[src/sv/vlfp_pkg.sv]
`default_nettype none
// ---------------------------------------------------------------------------
// vlfp_pkg
// Shared widths and field positions for the variable-length frame parser.
// ---------------------------------------------------------------------------
package vlfp_pkg;

	localparam int unsigned BYTE_W    = 8;
	localparam int unsigned PREFIX_W  = 32;
	localparam int unsigned HEADER_W  = 16;
	localparam int unsigned ID_W      = 14;
	localparam int unsigned LEN_W     = 24;
	localparam int unsigned CNT_W     = 2;

	// m_tdata layout, lowest bit first: prefix, id, length, payload byte
	localparam int unsigned ID_LSB    = PREFIX_W;
	localparam int unsigned LEN_LSB   = ID_LSB + ID_W;
	localparam int unsigned BYTE_LSB  = LEN_LSB + LEN_W;
	localparam int unsigned FIELDS_W  = BYTE_LSB + BYTE_W;
	localparam int unsigned OUT_DATA_W = ((FIELDS_W + 7) / 8) * 8;

endpackage : vlfp_pkg
`default_nettype wire

[src/sv/variable_length_frame_parser.sv]
`default_nettype none
// ---------------------------------------------------------------------------
// variable_length_frame_parser
// Splits a byte stream into prefix / header / length / payload frames and
// emits one transaction per payload byte, or one for an empty frame.
// ---------------------------------------------------------------------------
// Channel  Dir  Bits                          Transfer
// s_axis   in   tdata[7:0] stream byte        s_tvalid & s_tready
// m_axis   out  tdata[79:0], tuser, tlast     m_tvalid & m_tready
//
// One byte per cycle while no held result stalls; each accepted byte's result is registered.
// All parsing is a single combinational step from the frame state registers
// into the result register; s_tready drops only while a held result stalls.
// Reset (arst_n low) returns to waiting for a prefix and drops m_tvalid.
// Prefix and non-final length bytes produce no result; a header byte does only when it ends an empty frame.
// ---------------------------------------------------------------------------
module variable_length_frame_parser (
	input  wire logic                                clk,
	input  wire logic                                arst_n,
	input  wire logic                                s_tvalid,
	output logic                                     s_tready,
	input  wire logic [vlfp_pkg::BYTE_W-1:0]         s_tdata,   // stream_byte
	output logic                                     m_tvalid,
	input  wire logic                                m_tready,
	// prefix_word[31:0], message_id[45:32], payload_length[69:46],
	// payload_byte[77:70], zero pad[79:78]
	output logic [vlfp_pkg::OUT_DATA_W-1:0]          m_tdata,
	output logic                                     m_tuser,   // has_payload
	output logic                                     m_tlast    // frame_last
);
	import vlfp_pkg::*;

	typedef enum logic [2:0] {
		PH_PREFIX  = 3'd0,
		PH_HEADER  = 3'd1,
		PH_LENGTH  = 3'd2,
		PH_PAYLOAD = 3'd3
	} phase_t;

	phase_t                phase_q, phase_d;
	logic [CNT_W-1:0]      cnt_q, cnt_d;
	logic [PREFIX_W-1:0]   prefix_q, prefix_d;
	logic [HEADER_W-1:0]   header_q, header_d;
	logic [LEN_W-1:0]      len_q, len_d;
	logic [LEN_W-1:0]      remain_q, remain_d;

	logic                  res_valid;
	logic                  res_has;
	logic                  res_last;
	logic [BYTE_W-1:0]     res_byte;

	logic                  out_valid_q;
	logic [PREFIX_W-1:0]   out_prefix_q;
	logic [ID_W-1:0]       out_id_q;
	logic [LEN_W-1:0]      out_len_q;
	logic [BYTE_W-1:0]     out_byte_q;
	logic                  out_has_q;
	logic                  out_last_q;

	logic                  s_acc;
	logic [LEN_W-1:0]      len_shifted;
	logic [HEADER_W-1:0]   hdr_shifted;
	logic [LEN_W-1:0]      remain_dec;

	assign s_tready = !out_valid_q || m_tready;
	assign s_acc    = s_tvalid && s_tready;

	assign hdr_shifted = {header_q[HEADER_W-BYTE_W-1:0], s_tdata};
	assign len_shifted = {len_q[LEN_W-BYTE_W-1:0], s_tdata};
	assign remain_dec  = remain_q - LEN_W'(1);

	always_comb begin
		phase_d   = phase_q;
		cnt_d     = cnt_q;
		prefix_d  = prefix_q;
		header_d  = header_q;
		len_d     = len_q;
		remain_d  = remain_q;
		res_valid = 1'b0;
		res_has   = 1'b0;
		res_last  = 1'b0;
		res_byte  = '0;
		case (phase_q)
			PH_HEADER: begin
				header_d = hdr_shifted;
				if (cnt_q == CNT_W'(1)) begin
					cnt_d = '0;
					len_d = '0;
					if (hdr_shifted[1:0] == 2'd0) begin
						// no length field: always an empty frame
						res_valid = 1'b1;
						res_last  = 1'b1;
						phase_d   = PH_PREFIX;
					end else begin
						phase_d = PH_LENGTH;
					end
				end else begin
					cnt_d = CNT_W'(1);
				end
			end
			PH_LENGTH: begin
				len_d = len_shifted;
				if ({1'b0, cnt_q} + 3'd1 >= {1'b0, header_q[1:0]}) begin
					cnt_d = '0;
					if (len_shifted == '0) begin
						res_valid = 1'b1;
						res_last  = 1'b1;
						phase_d   = PH_PREFIX;
					end else begin
						remain_d = len_shifted;
						phase_d  = PH_PAYLOAD;
					end
				end else begin
					cnt_d = cnt_q + CNT_W'(1);
				end
			end
			PH_PAYLOAD: begin
				remain_d  = remain_dec;
				res_valid = 1'b1;
				res_has   = 1'b1;
				res_byte  = s_tdata;
				if (remain_dec == '0) begin
					res_last = 1'b1;
					phase_d  = PH_PREFIX;
					cnt_d    = '0;
				end
			end
			default: begin
				// unused phase codes restart the prefix count
				prefix_d = {prefix_q[PREFIX_W-BYTE_W-1:0], s_tdata};
				if (phase_q == PH_PREFIX && cnt_q == CNT_W'(3)) begin
					cnt_d    = '0;
					header_d = '0;
					phase_d  = PH_HEADER;
				end else begin
					cnt_d   = (phase_q == PH_PREFIX) ? cnt_q + CNT_W'(1) : CNT_W'(1);
					phase_d = PH_PREFIX;
				end
			end
		endcase
	end

	always_ff @(posedge clk or negedge arst_n) begin
		if (!arst_n) begin
			phase_q     <= PH_PREFIX;
			cnt_q       <= '0;
			prefix_q    <= '0;
			header_q    <= '0;
			len_q       <= '0;
			remain_q    <= '0;
			out_valid_q <= 1'b0;
		end else begin
			if (s_acc) begin
				phase_q     <= phase_d;
				cnt_q       <= cnt_d;
				prefix_q    <= prefix_d;
				header_q    <= header_d;
				len_q       <= len_d;
				remain_q    <= remain_d;
				out_valid_q <= res_valid;
			end else if (m_tready) begin
				out_valid_q <= 1'b0;
			end
		end
	end

	// result payload, no reset needed
	always_ff @(posedge clk) begin
		if (s_acc && res_valid) begin
			out_prefix_q <= prefix_d;
			out_id_q     <= header_d[HEADER_W-1:2];
			out_len_q    <= len_d;
			out_byte_q   <= res_byte;
			out_has_q    <= res_has;
			out_last_q   <= res_last;
		end
	end

	assign m_tvalid = out_valid_q;
	assign m_tdata  = {(OUT_DATA_W-FIELDS_W)'(0), out_byte_q, out_len_q, out_id_q, out_prefix_q};
	assign m_tuser  = out_has_q;
	assign m_tlast  = out_last_q;

endmodule : variable_length_frame_parser
`default_nettype wire

[config.mk]
export PLATFORM = sky130hd
export DESIGN_NAME = variable_length_frame_parser
export DESIGN_NICKNAME = d
export VERILOG_FILES = /design/src/sv/vlfp_pkg.sv /design/src/sv/variable_length_frame_parser.sv
export SDC_FILE = /design/constraint.sdc
export NUM_CORES = 1
export LEC_CHECK = 0
export BUFFER_PORTS_ARGS = -buffer_cell sky130_fd_sc_hd__buf_2
export CAP_MARGIN = 10
export CORE_ASPECT_RATIO = 0.7
export CORE_MARGIN = 5
export CORE_UTILIZATION = 45
export DETAILED_ROUTE_END_ITERATION = 10
export GPL_TIMING_DRIVEN = 0
export SYNTH_ARGS = -nofsm -noshare
export SYNTH_HDL_FRONTEND = slang
export SYNTH_SLANG_ARGS = --single-unit
[constraint.sdc]
create_clock -name clk -period 14.5 [get_ports clk]
set_input_delay 2.175 -clock clk [delete_from_list [all_inputs] [get_ports clk]]
set_output_delay 2.175 -clock clk [all_outputs]
set_load 0.005 [all_outputs]
==> summary by stage <==
Timing
The number of pins exceeding their max-slew limit in the final report is 0. The tightest hold path in the finished design has a slack of 0.4784 ns. Dividing the final minimum period by the clock period gives 0.3369. Setup repair after global routing left no endpoint under its margin. The worst path meets setup with 9.615 ns of slack. The final critical-path required period is 4.885 ns. The clock skew after layout is 0.008341 ns. For the pin with the worst max-slew slack, the measured transition is 0.9065 ns.

In this run the tightest slew margin relative to its limit is 0.3924. For the final routed database, the setup TNS stands at 0 ns. The fmax is 204.7 MHz. The number of failing hold endpoints at the final stage came to 0. Setup violations remaining at the end of the flow were counted as 0.

Die
The core footprint is 0.01795 mm2. The die boundary width is 171.3 um. For this design the top-level I/O count stands at 96. The die is 122.9 um tall. For this configuration, the core starts out at a cell density of 0.4567. The number of standard-cell rows in the floorplan is 41. The overall die area is 0.02106 mm2.

Hold path
The worst hold path terminates at len_q[17]. The worst hold path belongs to the class register to register. The launch point of the worst hold path is len_q[17]. Counting instances, the worst hold path has a depth of 2.

Clock network
In this run the post-CTS setup repair buffer count came out at 0. The quantity of hold-fixing buffers added after cts is 0. The CTS H-tree depth is 4. The clock root buffer is clkbuf_16. Counting along the longest clock path gives a buffer depth of 2. The source-to-sink clock delay at the later pin of the worst-skew pair is 0.43 ns. The total clock sinks is 181. The number of clock buffers inserted by TritonCTS is 17. The clock-pin slew of the registers on the worst-case setup and hold paths is 0.07 ns. Gates resized during post-CTS repair numbered 0. TritonCTS built the clock tree.

Worst setup path
The critical setup path kind is input pin to register. The kind of start point of the critical path is an input pin. The worst register-to-register path ends at out_len_q[13].

The worst-path maximum fanout is 15. The logic depth of the worst register-to-register path is 11. The required time at the endpoint of the critical path is 14.64 ns. The origin of the critical flop-to-flop path is cnt_q[0]. At the worst endpoint, the arrival time is 5.03 ns. STA classifies the critical path endpoint as a register. The worst register-to-register path has a setup slack of 10.82 ns.

Yosys
Counting every instance in the synthesized netlist gives 708. By area the synthesized netlist is led by dfrtp_1 (31%), edfxtp_1 (29%), mux2_2 (9.2%), nand2_1 (6.2%), a22o_1 (4.1%). Of all flip-flops after synthesis, the portion carrying an async set or reset was 0.5580.

After synthesis the cells add up to 0.008199 mm2. Yosys printed 0 warnings. Yosys mapped a number of flops with a built-in enable equal to 80. The sequential-to-total area share from yosys stat is 0.6013. The proportion of netlist area held by the largest area contributor is 0.3083.

The library cell occupying the most area in the post-synthesis netlist is dfrtp_1. The mean cell area of the mapped netlist is 11.58 um2. The unique cell type count in the Yosys netlist is 52. The number of storage elements in the synthesis netlist is 181.

For this run, the leading register cell type out of synthesis is dfrtp_1.

Power and ir drop
Of the total power, the clock network draws 0.262. Overall power consumption after layout is estimated at 1781 uW. Summed over all nets, the switching power comes to 596.4 uW. The share of total power dissipated in sequential elements is 0.440. The cell leakage power is 0.003964 uW.

VDD sags by at most 0.07102 mV. The total power per unit cell area is 184.2 mW/mm2. Of the total power, the share spent switching nets is 0.3348.

The share of total power dissipated in combinational logic is 0.298. Cell internal power was estimated by the tool at 1185 uW.

Drt
The count of routing violations after the opening detailed-route iteration is 490. The number of antenna-violating nets in the routed design is 0. The number of vias after detailed routing is 6035. The vias per cell is 5.598. Dividing the detail-routed wire length by the instance count gives 19.58 um. In the routed design, unresolved DRC markers number 0. For this run, the detailed router's first-pass iteration total came to 5. Wires add up to 21110 um.

Job
Across the run, the number of max-cap violations was 0.

Layout
At the end of the flow the core is filled with cells to 0.5386. The net total in the final layout is 851. The library cells used most frequently in the layout, excluding fill and tap cells, are nand2_1 (135), dfrtp_1 (101), buf_2 (95), edfxtp_1 (80), mux2_2 (67).

The antenna diode count is 0. The fraction of layout cells with a size suffix above 1 is 0.2482. Leaving out fill and tap cells, the most frequent cell in the layout is nand2_1. Compared with the post-synthesis result, the final layout area differs by 17.95%.

Global routing
The first-pass GRT wire length is 33090 um. The maximum number of pins on one net before global-route repair is 70. The number of antenna violations at the first check in global routing is 0. Global routing finished with a remaining overflow of 0. The via count of the first global-routing pass is 5865.

The total global routing track utilization is 0.2071.

Placement
The HPWL after detailed placement is 14730 um. The minimum setup slack after placement is 9.116 ns. The number of buffer cells added on primary ports is 93. The last weighted congestion value of the routability-driven placer is 0.8877.

Outcome
The flow ran to the end, and the final reports show no timing, DRC or antenna violations.
## cell families (layout without fill, tap and decap cells)
family                     Yosys count  after routing  share of synthesized area
AOI/OAI and AO/OA                  132            132                     0.1093
adders and majority gates           10             10                    0.01618
muxes                               70             70                    0.09568
xor gates and xnor gates             3              3                   0.003205
and+or+nand+nor                    253            253                     0.1460
other                                1              2                  0.0004574
DFF                                181            181                     0.6013
buffers and inverters               58            191                    0.02792
## sequential cells by signal, indices dropped and copies added, names as in the netlist, 2 cells and up
| signal | cells |
|---|---|
| header_q | 16 |
| out_prefix_q | 32 |
| prefix_q | 32 |
| remain_q | 24 |
| phase_q | 2 |
| out_byte_q | 8 |
| cnt_q | 2 |
| out_len_q | 24 |
| out_id_q | 14 |
| len_q | 24 |
## power by group through the flow
stage          logic [uW]  clock network [uW]  registers [uW]
5_1_grt               591                 501             798
2_1_floorplan         410                   0             751
3_3_place_gp          506                   0             784
3_5_place_dp          524                   0             790
6_report              531                 467             783
4_1_cts               529                 476             781
## per-layer routing
metal	up-vias	GRT usage	part of all wire
met2	231	0.2847	0.41
met5	-	0	0
li1	2823	-	-
met4	0	0.05542	0.015
met1	2953	0.3266	0.49
met3	28	0.04986	0.085
## through the flow
step           cell area (um2)  std cells
2_1_floorplan             8203        709
3_3_place_gp              8964       1038
3_5_place_dp              9077       1046
4_1_cts                   9671       1078
5_1_grt                   9671       1078
6_report                  9671       1078
## cell usage after synthesis (3+ instances only)
cell	n
nand2_1	135
dfrtp_1	101
edfxtp_1	80
mux2_2	67
clkbuf_1	40
a22o_1	38
a21oi_1	28
o21ai_0	24
nand3_1	23
o22ai_1	23
nor2_1	20
nor3_1	14
nor4_1	14
and2_1	10
ha_1	9
inv_1	8
nand2b_1	6
or4_1	6
buf_1	5
nand4_1	5
o211ai_1	4
or3_1	4
buf_2	3
mux2i_1	3
## critical path, cell delays in order
cell,delay [ns]
buf_2,0.19
nor4_1,0.31
nand4_1,0.19
nor2_1,0.20
a31o_2,0.21
nor2_1,0.07
nor3_2,0.70
buf_6,0.26
buf_6,0.17
buf_6,0.18
buf_6,0.18
buf_8,0.17
## how the worst max path moves through the flow
stage	startpoint	to	slack [ns]	cells after the start
2_1_floorplan	s_tdata[3]	m_tlast	5.53	6
3_3_place_gp	s_tdata[6]	out_len_q[17]	2.72	7
3_5_place_dp	s_tdata[5]	out_len_q[17]	9.12	12
4_1_cts	s_tdata[5]	out_len_q[13]	9.57	12
5_1_grt	s_tdata[6]	out_len_q[5]	9.35	12
6_report	s_tdata[5]	out_len_q[13]	9.62	12
## layout make-up
cell class	count	area [um2]
Timing Repair Buffer	101	574.3
Fill cell	1584	8284
Inverter	8	30.03
Sequential cell	181	4930
Clock buffer	21	440.4
Multi-Input combinational cell	470	3049
Tap cell	236	295.3
Clock inverter	11	152.6
Buffer	50	198.9
(Power assumes the default switching activity.)
